## src/sv/itoa_pkg.sv

```systemverilog
// Shared types, codes and the control program of the integer to ASCII formatter.
package itoa_pkg;

  typedef struct packed {
    logic [3:0]  cmd;
    logic [31:0] value;
  } item_t;

  typedef struct packed {
    logic [7:0] out_char;
    logic       last;
  } text_t;

  localparam logic [3:0] CMD_HEX8  = 4'd0;
  localparam logic [3:0] CMD_HEX16 = 4'd1;
  localparam logic [3:0] CMD_HEX32 = 4'd2;
  localparam logic [3:0] CMD_S8    = 4'd3;
  localparam logic [3:0] CMD_U8    = 4'd4;
  localparam logic [3:0] CMD_S16   = 4'd5;
  localparam logic [3:0] CMD_U16   = 4'd6;
  localparam logic [3:0] CMD_S32   = 4'd7;
  localparam logic [3:0] CMD_U32   = 4'd8;

  localparam logic [7:0] CH_ZERO  = 8'h30;
  localparam logic [7:0] CH_MINUS = 8'h2D;
  localparam logic [7:0] CH_A     = 8'h41;
  localparam logic [7:0] CH_F     = 8'h46;
  localparam logic [7:0] CH_NINE  = 8'h39;

  localparam int UPC_W = 4;

  localparam logic [2:0] OP_NOP      = 3'd0;
  localparam logic [2:0] OP_LOAD     = 3'd1;
  localparam logic [2:0] OP_DABBLE   = 3'd2;
  localparam logic [2:0] OP_SET_DIG  = 3'd3;
  localparam logic [2:0] OP_MINUS    = 3'd4;
  localparam logic [2:0] OP_SKIP     = 3'd5;
  localparam logic [2:0] OP_EMIT_DEC = 3'd6;
  localparam logic [2:0] OP_EMIT_HEX = 3'd7;

  localparam logic [2:0] C_NEVER      = 3'd0;
  localparam logic [2:0] C_ALWAYS     = 3'd1;
  localparam logic [2:0] C_NOT_ACCEPT = 3'd2;
  localparam logic [2:0] C_BAD        = 3'd3;
  localparam logic [2:0] C_HEX        = 3'd4;
  localparam logic [2:0] C_CNT_NZ     = 3'd5;
  localparam logic [2:0] C_NOT_NEG    = 3'd6;
  localparam logic [2:0] C_SKIP_MORE  = 3'd7;

  localparam logic [UPC_W-1:0] STEP_IDLE     = 4'd0;
  localparam logic [UPC_W-1:0] STEP_DISPATCH = 4'd1;
  localparam logic [UPC_W-1:0] STEP_KIND     = 4'd2;
  localparam logic [UPC_W-1:0] STEP_DABBLE   = 4'd3;
  localparam logic [UPC_W-1:0] STEP_SET_DIG  = 4'd4;
  localparam logic [UPC_W-1:0] STEP_MINUS    = 4'd5;
  localparam logic [UPC_W-1:0] STEP_SKIP     = 4'd6;
  localparam logic [UPC_W-1:0] STEP_EMIT_DEC = 4'd7;
  localparam logic [UPC_W-1:0] STEP_DEC_DONE = 4'd8;
  localparam logic [UPC_W-1:0] STEP_EMIT_HEX = 4'd9;
  localparam logic [UPC_W-1:0] STEP_HEX_DONE = 4'd10;

  typedef struct packed {
    logic [2:0]       op;
    logic [2:0]       cond;
    logic [UPC_W-1:0] target;
  } ctrl_word_t;

  typedef struct packed {
    logic [2:0] op;
    logic       en;
  } ctrl_t;

  typedef struct packed {
    logic is_hex;
    logic bad;
    logic neg;
    logic cnt_nz;
    logic skip_more;
    logic out_busy;
  } status_t;

  function automatic ctrl_word_t program_rom(logic [UPC_W-1:0] addr);
    ctrl_word_t w;
    case (addr)
      STEP_IDLE:     w = '{OP_LOAD,     C_NOT_ACCEPT, STEP_IDLE};
      STEP_DISPATCH: w = '{OP_NOP,      C_BAD,        STEP_IDLE};
      STEP_KIND:     w = '{OP_NOP,      C_HEX,        STEP_EMIT_HEX};
      STEP_DABBLE:   w = '{OP_DABBLE,   C_CNT_NZ,     STEP_DABBLE};
      STEP_SET_DIG:  w = '{OP_SET_DIG,  C_NOT_NEG,    STEP_SKIP};
      STEP_MINUS:    w = '{OP_MINUS,    C_NEVER,      STEP_IDLE};
      STEP_SKIP:     w = '{OP_SKIP,     C_SKIP_MORE,  STEP_SKIP};
      STEP_EMIT_DEC: w = '{OP_EMIT_DEC, C_CNT_NZ,     STEP_EMIT_DEC};
      STEP_DEC_DONE: w = '{OP_NOP,      C_ALWAYS,     STEP_IDLE};
      STEP_EMIT_HEX: w = '{OP_EMIT_HEX, C_CNT_NZ,     STEP_EMIT_HEX};
      STEP_HEX_DONE: w = '{OP_NOP,      C_ALWAYS,     STEP_IDLE};
      default:       w = '{OP_NOP,      C_ALWAYS,     STEP_IDLE};
    endcase
    return w;
  endfunction

  function automatic logic [7:0] hex_char(logic [3:0] nib);
    logic [7:0] c;
    if (nib < 4'd10) begin
      c = CH_ZERO + {4'd0, nib};
    end else begin
      c = CH_A + {4'd0, nib} - 8'd10;
    end
    return c;
  endfunction

endpackage

```

## src/sv/itoa_seq.sv

```systemverilog
// Microcode sequencer: step counter, program table and jump condition logic.
module itoa_seq (
  input  logic                   clk,
  input  logic                   rst,
  input  logic                   item_valid,
  output logic                   item_ready,
  input  itoa_pkg::status_t      status,
  output itoa_pkg::ctrl_t        ctrl
);

  logic [itoa_pkg::UPC_W-1:0] upc;
  logic [itoa_pkg::UPC_W-1:0] upc_next;
  itoa_pkg::ctrl_word_t       word;
  logic                       accept;
  logic                       is_emit;
  logic                       stall;
  logic                       take;

  assign word       = itoa_pkg::program_rom(upc);
  assign item_ready = (upc == itoa_pkg::STEP_IDLE);
  assign accept     = item_ready && item_valid;
  assign is_emit    = (word.op == itoa_pkg::OP_MINUS) || (word.op == itoa_pkg::OP_EMIT_DEC) ||
                      (word.op == itoa_pkg::OP_EMIT_HEX);
  assign stall      = is_emit && status.out_busy;

  always_comb begin
    case (word.cond)
      itoa_pkg::C_NEVER:      take = 1'b0;
      itoa_pkg::C_ALWAYS:     take = 1'b1;
      itoa_pkg::C_NOT_ACCEPT: take = !accept;
      itoa_pkg::C_BAD:        take = status.bad;
      itoa_pkg::C_HEX:        take = status.is_hex;
      itoa_pkg::C_CNT_NZ:     take = status.cnt_nz;
      itoa_pkg::C_NOT_NEG:    take = !status.neg;
      itoa_pkg::C_SKIP_MORE:  take = status.skip_more;
      default:                take = 1'b1;
    endcase
  end

  always_comb begin
    if (stall) begin
      upc_next = upc;
    end else if (take) begin
      upc_next = word.target;
    end else begin
      upc_next = upc + 1'b1;
    end
  end

  assign ctrl.op = word.op;
  assign ctrl.en = !stall && ((word.op != itoa_pkg::OP_LOAD) || accept);

  always_ff @(posedge clk) begin
    if (rst) begin
      upc <= itoa_pkg::STEP_IDLE;
    end else begin
      upc <= upc_next;
    end
  end

endmodule

```

## src/sv/itoa_dp.sv

```systemverilog
// Datapath: magnitude shifter, BCD accumulator, digit counter and output register.
module itoa_dp (
  input  logic              clk,
  input  logic              rst,
  input  itoa_pkg::item_t   item,
  input  itoa_pkg::ctrl_t   ctrl,
  output itoa_pkg::status_t status,
  output logic              text_valid,
  input  logic              text_ready,
  output itoa_pkg::text_t   text
);

  logic [3:0]  cmd_r;
  logic        neg;
  logic [31:0] sh;
  logic [39:0] bcd;
  logic [4:0]  cnt;

  logic [31:0] ext;
  logic        sgn;
  logic        ld_hex;
  logic [31:0] ld_sh;
  logic [4:0]  ld_cnt;
  logic [39:0] bcd_adj;

  always_comb begin
    ext = item.value;
    sgn = 1'b0;
    case (item.cmd)
      itoa_pkg::CMD_S8: begin
        ext = {{24{item.value[7]}}, item.value[7:0]};
        sgn = item.value[7];
      end
      itoa_pkg::CMD_U8:  ext = {24'd0, item.value[7:0]};
      itoa_pkg::CMD_S16: begin
        ext = {{16{item.value[15]}}, item.value[15:0]};
        sgn = item.value[15];
      end
      itoa_pkg::CMD_U16: ext = {16'd0, item.value[15:0]};
      itoa_pkg::CMD_S32: sgn = item.value[31];
      default:           ext = item.value;
    endcase
  end

  always_comb begin
    ld_hex = (item.cmd <= itoa_pkg::CMD_HEX32);
    case (item.cmd)
      itoa_pkg::CMD_HEX8: begin
        ld_sh  = {item.value[7:0], 24'd0};
        ld_cnt = 5'd1;
      end
      itoa_pkg::CMD_HEX16: begin
        ld_sh  = {item.value[15:0], 16'd0};
        ld_cnt = 5'd3;
      end
      itoa_pkg::CMD_HEX32: begin
        ld_sh  = item.value;
        ld_cnt = 5'd7;
      end
      default: begin
        ld_sh  = sgn ? (32'd0 - ext) : ext;
        ld_cnt = 5'd31;
      end
    endcase
  end

  always_comb begin
    for (int i = 0; i < 10; i++) begin
      if (bcd[4*i +: 4] >= 4'd5) begin
        bcd_adj[4*i +: 4] = bcd[4*i +: 4] + 4'd3;
      end else begin
        bcd_adj[4*i +: 4] = bcd[4*i +: 4];
      end
    end
  end

  assign status.is_hex    = (cmd_r <= itoa_pkg::CMD_HEX32);
  assign status.bad       = (cmd_r > itoa_pkg::CMD_U32);
  assign status.neg       = neg;
  assign status.cnt_nz    = (cnt != 5'd0);
  assign status.skip_more = (bcd[39:36] == 4'd0) && (cnt != 5'd0);
  assign status.out_busy  = text_valid && !text_ready;

  always_ff @(posedge clk) begin
    if (ctrl.en) begin
      case (ctrl.op)
        itoa_pkg::OP_LOAD: begin
          cmd_r <= item.cmd;
          neg   <= sgn && !ld_hex;
          sh    <= ld_sh;
          cnt   <= ld_cnt;
          bcd   <= 40'd0;
        end
        itoa_pkg::OP_DABBLE: begin
          bcd <= {bcd_adj[38:0], sh[31]};
          sh  <= {sh[30:0], 1'b0};
          cnt <= cnt - 5'd1;
        end
        itoa_pkg::OP_SET_DIG: cnt <= 5'd9;
        itoa_pkg::OP_SKIP: begin
          if (status.skip_more) begin
            bcd <= {bcd[35:0], 4'd0};
            cnt <= cnt - 5'd1;
          end
        end
        itoa_pkg::OP_EMIT_DEC: begin
          text.out_char <= itoa_pkg::CH_ZERO + {4'd0, bcd[39:36]};
          text.last     <= (cnt == 5'd0);
          bcd           <= {bcd[35:0], 4'd0};
          cnt           <= cnt - 5'd1;
        end
        itoa_pkg::OP_EMIT_HEX: begin
          text.out_char <= itoa_pkg::hex_char(sh[31:28]);
          text.last     <= (cnt == 5'd0);
          sh            <= {sh[27:0], 4'd0};
          cnt           <= cnt - 5'd1;
        end
        itoa_pkg::OP_MINUS: begin
          text.out_char <= itoa_pkg::CH_MINUS;
          text.last     <= 1'b0;
        end
        default: begin
        end
      endcase
    end
  end

  always_ff @(posedge clk) begin
    if (rst) begin
      text_valid <= 1'b0;
    end else if (ctrl.en && ((ctrl.op == itoa_pkg::OP_MINUS) ||
                             (ctrl.op == itoa_pkg::OP_EMIT_DEC) ||
                             (ctrl.op == itoa_pkg::OP_EMIT_HEX))) begin
      text_valid <= 1'b1;
    end else if (text_ready) begin
      text_valid <= 1'b0;
    end
  end

endmodule

```

## src/sv/integer_to_ascii_formatter.sv

```systemverilog
// Top level of the integer to ASCII formatter.
// Each accepted item is turned into its ASCII text, one character per output beat, most
// significant first, with last set on the final character; an unknown format code gives no
// beats and sends the program straight back to idle. The block works on one item at a time
// under a small microcode program. A hex item emits two, four or eight digits. A decimal
// item runs the shift-and-add-3 loop that forms its BCD digits, writes a minus sign if it
// is negative, suppresses its leading zeros and then emits its digits. A stalled output
// beat holds the program on its emitting step.
module integer_to_ascii_formatter (
  input  logic              clk,
  input  logic              rst,
  input  logic              item_valid,
  output logic              item_ready,
  input  itoa_pkg::item_t   item,
  output logic              text_valid,
  input  logic              text_ready,
  output itoa_pkg::text_t   text
);

  itoa_pkg::status_t status;
  itoa_pkg::ctrl_t   ctrl;

  itoa_seq u_seq (
    .clk        (clk),
    .rst        (rst),
    .item_valid (item_valid),
    .item_ready (item_ready),
    .status     (status),
    .ctrl       (ctrl)
  );

  itoa_dp u_dp (
    .clk        (clk),
    .rst        (rst),
    .item       (item),
    .ctrl       (ctrl),
    .status     (status),
    .text_valid (text_valid),
    .text_ready (text_ready),
    .text       (text)
  );

endmodule

```

## config.mk

```make
export PLATFORM = sky130hd
export DESIGN_NAME = integer_to_ascii_formatter
export DESIGN_NICKNAME = d
export VERILOG_FILES = /design/src/sv/itoa_pkg.sv /design/src/sv/itoa_seq.sv /design/src/sv/itoa_dp.sv /design/src/sv/integer_to_ascii_formatter.sv
export SDC_FILE = /design/constraint.sdc
export NUM_CORES = 1
export LEC_CHECK = 0
export CORE_ASPECT_RATIO = 2
export CORE_MARGIN = 3
export CORE_UTILIZATION = 55
export CTS_CLUSTER_DIAMETER = 200
export DETAILED_ROUTE_END_ITERATION = 12
export DONT_BUFFER_PORTS = 1
export PLACE_DENSITY = 0.66
export REMOVE_ABC_BUFFERS = 1
export SYNTH_ARGS = -nofsm -noshare
export SYNTH_HDL_FRONTEND = slang
export SYNTH_HIERARCHICAL = 1
export SYNTH_SLANG_ARGS = --single-unit
```

## constraint.sdc

```tcl
create_clock -name clk -period 3.7 [get_ports clk]
set_clock_uncertainty 0.15 [all_clocks]
set_input_delay 0.74 -clock clk [delete_from_list [all_inputs] [get_ports clk]]
set_output_delay 0.74 -clock clk [all_outputs]
set_load 0.05 [all_outputs]
```

=== Word level (Yosys, flattened, before mapping) ===
Memories as Yosys holds them, arrays and structs flattened. A register that Yosys moved wholly into a read port is not among the register bits.
Cells that the tools add are included.

* Register bits: 96
* Latch bits: 0
* RAM bits: 0
* Bits in read-only memories: 160
* Input port bits: 40
* Output and inout bits: 11
* Logic and storage cells: 124
* Memories kept: 1

* Add/sub/neg operators: 17
* Multipliers: 0
* Divide/modulo/power cells: 0
* Magnitude comparators: 14
* Equal/unequal tests: 23
* Shift operators: 0
* Multiplexer cells: 28
* Bitwise gates (word level): 0
* Reductions and logical operators: 32

{| class="wikitable"
|+ Memories
! memory !! words !! width !! rd ports !! clocked after Yosys merged registers in !! wr ports !! RTL line !! source
|-
| (no name shown) || 16 || 10 || 1 || 1 || 0 || itoa_pkg.sv:84 || <nowiki>case (addr)</nowiki>
|}

{| class="wikitable"
|+ Operators by type and width
! operator !! count
|-
| $pmux 32 s3 || 2
|-
| $pmux 40 s4 || 1
|-
| $pmux 32 s4 || 1
|-
| $mux 4 || 12
|-
| $ge 4x3->1 const B || 10
|-
| $mux 40 || 1
|-
| $add 4x2->4 const B || 9
|-
| $mux 32 || 1
|-
| $sub 1x32->32 const A || 1
|-
| $pmux 9 s3 || 1
|-
| $eq 3x3->1 const B || 8
|-
| $pmux 5 s4 || 1
|-
| $eq 4x3->1 const B || 4
|-
| $pmux 5 s3 || 1
|-
| $add 6x4->7 const A || 2
|-
| $eq 3x2->1 const B || 4
|-
| $logic_not 4->1 || 3
|-
| $add 7x4->8 const A || 1
|-
| $eq 4x2->1 const B || 2
|-
| $le 4x2->1 const B || 2
|-
| $mux 8 || 1
|-
| $pmux 1 s8 || 1
|-
| $reduce_bool 4->1 || 2
|-
| $sub 8x4->8 const B || 1
|-
| 24 further kinds || 42
|}

=== Depth between registers and ports, before layout ===
Gate-level depths: netlist of run 1.

* Word-level depth: 8
* Mapped depth: 14
* Depth with buffers taken out: 14

=== Modules after synthesis ===
Netlist of run 1, hierarchy kept.

{| class="wikitable"
|+ Modules (own cells, without submodules)
! module !! times used !! cells an instance !! area an instance (sq um) !! seq. area each (sq um)
|-
| itoa_dp || 1 || 781 || 6845.3 || 2722.6
|-
| itoa_seq || 1 || 109 || 975.9 || 280.3
|}

=== Worst setup path before layout of run 1 ===
Ideal clock, no wire load.

* Path kind: input to register
* Start: in text_ready
* End: reg u_dp.sh[0], enable pin
* Library setup time: 388 ps
* Data arrival time: 2614 ps
* Data required time: 3162 ps
* Path slack: 548 ps
* Cell stages on the path: 6
* Path buffers: 1
* Cell sequence: nor2b_1 > and3_1 > clkbuf_1 > nor2_1 > nor3b_1 > a21o_1

{| class="wikitable"
|+ RTL lines
! what !! RTL line !! source
|-
| start: declaration || integer_to_ascii_formatter.sv:16 || <nowiki>input logic text_ready,</nowiki>
|-
| end signal: assignment || itoa_dp.sv:90 || <nowiki>sh <= ld_sh;</nowiki>
|-
| end signal: assignment || itoa_dp.sv:96 || <nowiki>sh <= {sh[30:0], 1'b0};</nowiki>
|-
| end signal: assignment || itoa_dp.sv:115 || <nowiki>sh <= {sh[27:0], 4'd0};</nowiki>
|-
| end: declaration || itoa_dp.sv:15 || <nowiki>logic [31:0] sh;</nowiki>
|}

==> results of run 1 <==
==> registers in the layout (all words and copies together) (netlist names) <==
register / flops
u_dp/bcd: 40
u_dp/cmd_r: 4
u_dp/cnt: 5
u_dp/neg: 1
u_dp/sh: 32
u_dp/text: 8
u_dp/text_valid: 1
u_seq/upc: 4
u_seq/word: 10
==> power groups by stage <==
| stage | clock network (mW) | registers, mW | logic (mW) |
|---|---|---|---|
| 2_1_floorplan | 0 | 2.55 | 2.12 |
| 3_3_place_gp | 0 | 2.68 | 2.71 |
| 3_5_place_dp | 0 | 2.71 | 2.83 |
| 4_1_cts | 0.923 | 2.70 | 2.84 |
| 5_1_grt | 0.979 | 2.78 | 3.19 |
| 6_report | 0.897 | 2.71 | 2.85 |
==> stage by stage <==
step / instances / setup WS, ns
floorplan: 837 / 0.349
global placement: 1054 / 0.289
detailed placement: 1054 / 0.257
CTS: 1070 / 0.361
global route: 1070 / 0.0730
finish: 1071 / 0.313
==> layout make-up <==
class                      instances  area (um2)  share of cell area, %
antenna                            1        2.50                 0.0300
clock buffer                       9         225                   2.70
clock inverter                     7        52.6                  0.630
inverter                          41         154                   1.85
multi-input combinational        691        4450                   53.4
sequential                       105        3000                   36.0
tap                              189         236                   2.84
timing repair buffer              28         210                   2.52
==> cell families after synthesis <==
kind of cell | Yosys count | synth area share (%)
compound gates | 304 | 26.1
xor+xnor | 23 | 2.58
fa+ha+maj | 30 | 4.80
flops | 105 | 38.4
buf+inv | 94 | 4.85
simple gates | 326 | 22.3
mux | 7 | 0.912
other cells | 1 | 0.0479
==> placed cells by master (no fill, tap or decap), drive strengths merged, types with 5 or more instances in the layout <==
cell type / synthesis / final
nand2: 81 / 81
nand3: 27 / 27
o211ai: 19 / 19
nand2b: 18 / 18
o2111ai: 6 / 6
clkbuf: 39 / 9
nor3: 23 / 23
edfxtp: 90 / 90
and2: 5 / 5
ha: 30 / 30
nand4: 13 / 13
a22oi: 13 / 13
a222oi: 16 / 16
or3b: 5 / 5
a21oi: 64 / 64
o21ai: 90 / 90
nor2: 61 / 61
xor2: 7 / 7
nor3b: 21 / 21
buf: 14 / 28
a211oi: 6 / 6
or4: 5 / 5
and3: 13 / 13
o31ai: 15 / 15
o22ai: 9 / 9
xnor2: 16 / 16
mux2i: 6 / 6
nand3b: 5 / 5
a211o: 5 / 5
dfxtp: 15 / 15
a22o: 8 / 8
or2: 7 / 7
a31oi: 12 / 12
inv: 41 / 44
nor2b: 21 / 21
or3: 7 / 7
==> per-layer routing <==
metal	part of all wire [%]	vias to the layer above	GRT usage, %
met5	0	-	0
met4	6.8	0	18.9
met3	5.2	90	4.87
met1	35	3385	31.2
li1	-	3358	-
met2	53	284	55.4
==> final timing paths <==
| kind | startpoint | cells past startpoint | endpoint |
|---|---|---|---|
| hold reg to reg | u_seq/word[0] | 2 | u_seq/upc[0] |
| setup / recovery | u_dp/cnt[0] | 12 | u_seq/word[0] |
| hold / removal | rst | 1 | u_seq/upc[2] |
| setup reg to reg | u_dp/cnt[0] | 12 | u_seq/word[0] |
==> flow_metrics.py, run 1 <==
metrics = {
    "run": {
        "maxCapViolCount": 0,
    },
    "critical_path": {
        "endpoint_kind": "register",
        "worstPathMaxFanout": 6,
        "path_cells": "inv_1, ha_1, nand3b_1, and3_1, mux2i_1, a21oi_2, nand2b_1, o2111ai_1, a31oi_1, ha_1, or4b_4, o221ai_1",
        "crit_path_frequent_cell": "ha_1",
        "r2r_setup_slack_ns": 0.31,
        "arrival_ns": 3.50,
        "critPathRequiredTime_ns": 3.81,
        "critPathLaunchType": "register",
        "cp_slowest_cell": "or4b_4",
        "crit_family": "simple AND/OR/NAND/NOR gates",
        "critPathKind": "reg2reg",
        "slowest_delay_ns": 0.54,
        "critical_path_buf_inv_count": 1,
    },
    "timing": {
        "worst_pin_slew_ns": 0.832,
        "hold_violations": 0,
        "slew_headroom_pct": 44.3,
        "drv_slew": 0,
        "period_share_pct": 91.5,
        "setup_viol": 0,
        "final.min_clock_period_ns": 3.39,
        "setup_tns_ns": 0,
        "whs_ns": 0.316,
        "fmax_mhz": 295,
        "rsz0062_at_grt": "no",
    },
    "synthesis": {
        "synth_common_cells": "90 x edfxtp_1, 84 x o21ai_0, 81 x nand2_1, 61 x a21oi_1, 61 x nor2_1",
        "synth_top_area_cell": "edfxtp_1",
        "yosysMostFrequentCell": "edfxtp_1",
        "synthTopCellsByArea": "edfxtp_1 35%, o21ai_0 5.4%, ha_1 4.8%",
        "yosys_warnings": 6,
        "syn_area_um2": 7820,
        "avgSynthCellArea_um2": 8.79,
        "synth_edf_count": 90,
        "ys_ff_latch": 105,
        "syn_inst": 890,
        "ys_seq_area_share_pct": 38.4,
        "synth-main-ff-cell": "edfxtp_1",
        "synth-async-reset-ratio_pct": 0,
        "synth_cell_types": 80,
        "synth.top_cell.area_share_pct": 34.6,
    },
    "cts": {
        "cts_tree": "built",
        "post_cts_buffers": 0,
        "cts_buffers": 9,
        "cts_resized": 0,
        "htreeDepth": 3,
        "clk_latency_ns": 0.34,
        "clk_path_buf_depth": 2,
        "ctsHoldBuffers": 0,
        "path_clk_slew_ns": 0.07,
        "clkSinkCount": 105,
        "root_buffer": "clkbuf_16",
    },
    "power_and_ir_drop": {
        "power_mw": 6.45,
        "power_frac_seq_pct": 41.9,
        "clkPwrFrac_pct": 13.9,
        "p_sw_share_pct": 43.1,
        "peakVddDrop_uv": 383,
        "p_per_area_nw_per_um2": 774,
        "p_int_mw": 3.67,
        "p_leak_nw": 2.93,
        "p_switching_mw": 2.78,
        "combPwrFrac_pct": 44.2,
    },
    "drt": {
        "postRouteAntennaNets": 0,
        "drt_iter0_markers": 542,
        "first_pass_iters": 7,
        "vias": 7117,
        "totalWireLength_um": 23500,
        "viasPerCell": 6.65,
        "wl_per_cell_um": 22.0,
        "route.detailed.drc": 0,
    },
    "floorplanning": {
        "io_pins": 51,
        "coreArea_um2": 13900,
        "initial_core_util_pct": 56.3,
        "die_x_um": 90.3,
        "die_y_um": 175,
        "rows": 61,
        "die_area_um2": 15800,
    },
    "placement": {
        "dp.final_hpwl_um": 18200,
        "gp_congestion": 0.974,
        "post_dp_cell_area_um2": 8060,
        "port_buffers": 0,
    },
    "grt": {
        "grtUsageTotal_pct": 30.1,
        "grt_first_pass_wirelength_um": 37500,
        "grt_max_degree": 47,
        "overflow": 0,
        "first_global_vias": 7173,
        "antenna_found_initial": 0,
    },
    "final_layout": {
        "drive_above_1_share_pct": 8.17,
        "fin_nets": 946,
        "fillCellCount": 1276,
        "syn2layout_area_growth_pct": 6.61,
        "utilization_pct": 60.0,
        "stdcell_area_um2": 8340,
    },
    "run_status": {
        "outcome": "finished, final reports clean",
    },
    "hold_path": {
        "hp-class": "in2reg",
    },
}
No activity file was read; power rests on OpenSTA's default activity.
==> inputs of run 2 (changes only) <==
MAX_ROUTING_LAYER = met4   (was unset)
==> flow_metrics.py, run 2 (synthesis gave the netlist of run 1 again) <==
metrics = {
    "run_status": {
        "outcome": "finished, final reports clean",
    },
    "cts": {
        "root_buffer": "clkbuf_16",
        "path_clk_slew_ns": 0.07,
        "clk_path_buf_depth": 2,
        "cts_resized": 0,
        "clk_latency_ns": 0.35,
        "cts_tree": "built",
        "clkSinkCount": 105,
        "ctsHoldBuffers": 0,
        "cts_buffers": 9,
        "post_cts_buffers": 0,
        "htreeDepth": 3,
    },
    "final_layout": {
        "stdcell_area_um2": 8370,
        "largest_reg_flops": 40,
        "fin_nets": 943,
        "final_cells": 1067,
        "layout_commonest_cell": "edfxtp_1",
        "diodes": 0,
        "drive_above_1_share_pct": 7.97,
        "fillCellCount": 1257,
        "multiInputGateArea_um2": 4450,
        "register_area_um2": 3000,
        "syn2layout_area_growth_pct": 7.01,
        "regMostFlops": "u_dp/bcd",
        "layout_common_cells": "90 x edfxtp_1, 84 x o21ai_0, 81 x nand2_1",
    },
    "drt": {
        "viasPerCell": 6.79,
        "route.detailed.drc": 0,
        "drt_iter0_markers": 532,
        "wl_per_cell_um": 22.1,
        "first_pass_iters": 6,
        "postRouteAntennaNets": 0,
        "vias": 7244,
        "totalWireLength_um": 23600,
    },
    "critical_path": {
        "critPathRequiredTime_ns": 3.81,
        "critPathLaunchType": "register",
        "arrival_ns": 3.53,
        "endpoint_kind": "register",
        "critPathKind": "reg2reg",
        "worstPathMaxFanout": 6,
    },
    "grt": {
        "antenna_found_initial": 0,
        "grt_max_degree": 47,
        "overflow": 0,
        "grt_first_pass_wirelength_um": 37300,
        "grtUsageTotal_pct": 30.7,
        "first_global_vias": 7225,
    },
    "power_and_ir_drop": {
        "p_per_area_nw_per_um2": 790,
        "peakVddDrop_uv": 362,
        "power_mw": 6.61,
        "p_leak_nw": 2.95,
    },
    "timing": {
        "final.min_clock_period_ns": 3.42,
        "rsz0062_at_grt": "no",
        "hold_violations": 0,
        "fmax_mhz": 293,
        "fin_ws_ns": 0.282,
        "drv_slew": 0,
        "period_share_pct": 92.4,
        "slew_headroom_pct": 40.1,
        "setup_tns_ns": 0,
        "worst_pin_slew_ns": 0.892,
        "setup_viol": 0,
    },
    "floorplanning": {
        "rows": 61,
        "die_x_um": 90.3,
        "die_y_um": 175,
        "die_area_um2": 15800,
        "io_pins": 51,
        "initial_core_util_pct": 56.3,
        "coreArea_um2": 13900,
    },
    "hold_path": {
        "hp-class": "in2reg",
    },
    "placement": {
        "place_inst": 1051,
        "post_dp_cell_area_um2": 8040,
        "port_buffers": 0,
        "gp_congestion": 1.02,
        "pre_cts_slack_ns": 0.258,
        "dp.final_hpwl_um": 18100,
    },
    "run": {
        "maxCapViolCount": 0,
    },
}
-- run 2: changes by cell type in the layout (fill, tap and decap cells not counted) --
cell       before  now
inv_6           3    1
clkinv_1        1    0
clkinv_2        1    0
bufinv_16       0    2
inv_8           0    2
buf_4          28   25
diode_2         1    0
-- run 2: area by class of cell --
type | instances | share of cell area [%]
clock buffers | 9 | 2.69
clock inverters | 7 | 1.30
inverters | 41 | 1.84
multi-input cells | 691 | 53.2
flip-flops and latches | 105 | 35.9
well taps | 189 | 2.83
repair buffers | 25 | 2.24
-- run 2: power breakdown --
group          internal (mW)  switching, mW
Combinational           1.09           1.76
Sequential              2.12          0.579
Clock                  0.608          0.457
Total                   3.82           2.80
-- run 2: worst max-delay path, cell delays in order (launching register included) --
cell       delay (ns)
edfxtp_1         0.38
inv_1            0.05
ha_1             0.23
nand3b_1         0.15
and3_1           0.19
mux2i_1          0.10
a21oi_2          0.26
nand2b_1         0.19
o2111ai_1        0.17
a31oi_1          0.48
ha_1             0.36
or4b_4           0.53
o221ai_1         0.10
-- run 2: final timing paths --
path	from	to	slack, ns	depth (start not counted)
setup / recovery	u_dp/cnt[0]	u_seq/word[7]	0.28	12
hold / removal	rst	u_seq/upc[0]	0.30	1
setup reg to reg	u_dp/cnt[0]	u_seq/word[7]	0.28	12
hold reg to reg	u_seq/word[0]	u_seq/upc[0]	0.38	2
-- run 2: metrics by stage --
step | hold slack (ns) | util, %
3_3_place_gp | 0.360 | 57.8
5_1_grt | 0.294 | 60.3
6_report | 0.304 | 60.3
4_1_cts | 0.290 | 60.3
2_1_floorplan | 0.329 | -
3_5_place_dp | 0.363 | 57.8
-- run 2: routing by layer --
| metal | GRT usage (%) | part of all wire, % | vias up |
|---|---|---|---|
| met3 | 4.91 | 6.0 | 111 |
| met1 | 30.4 | 34 | 3440 |
| li1 | - | - | 3354 |
| met4 | 18.6 | 6.4 | 0 |
| met2 | 55.8 | 53 | 339 |
| met5 | - | 0 | - |
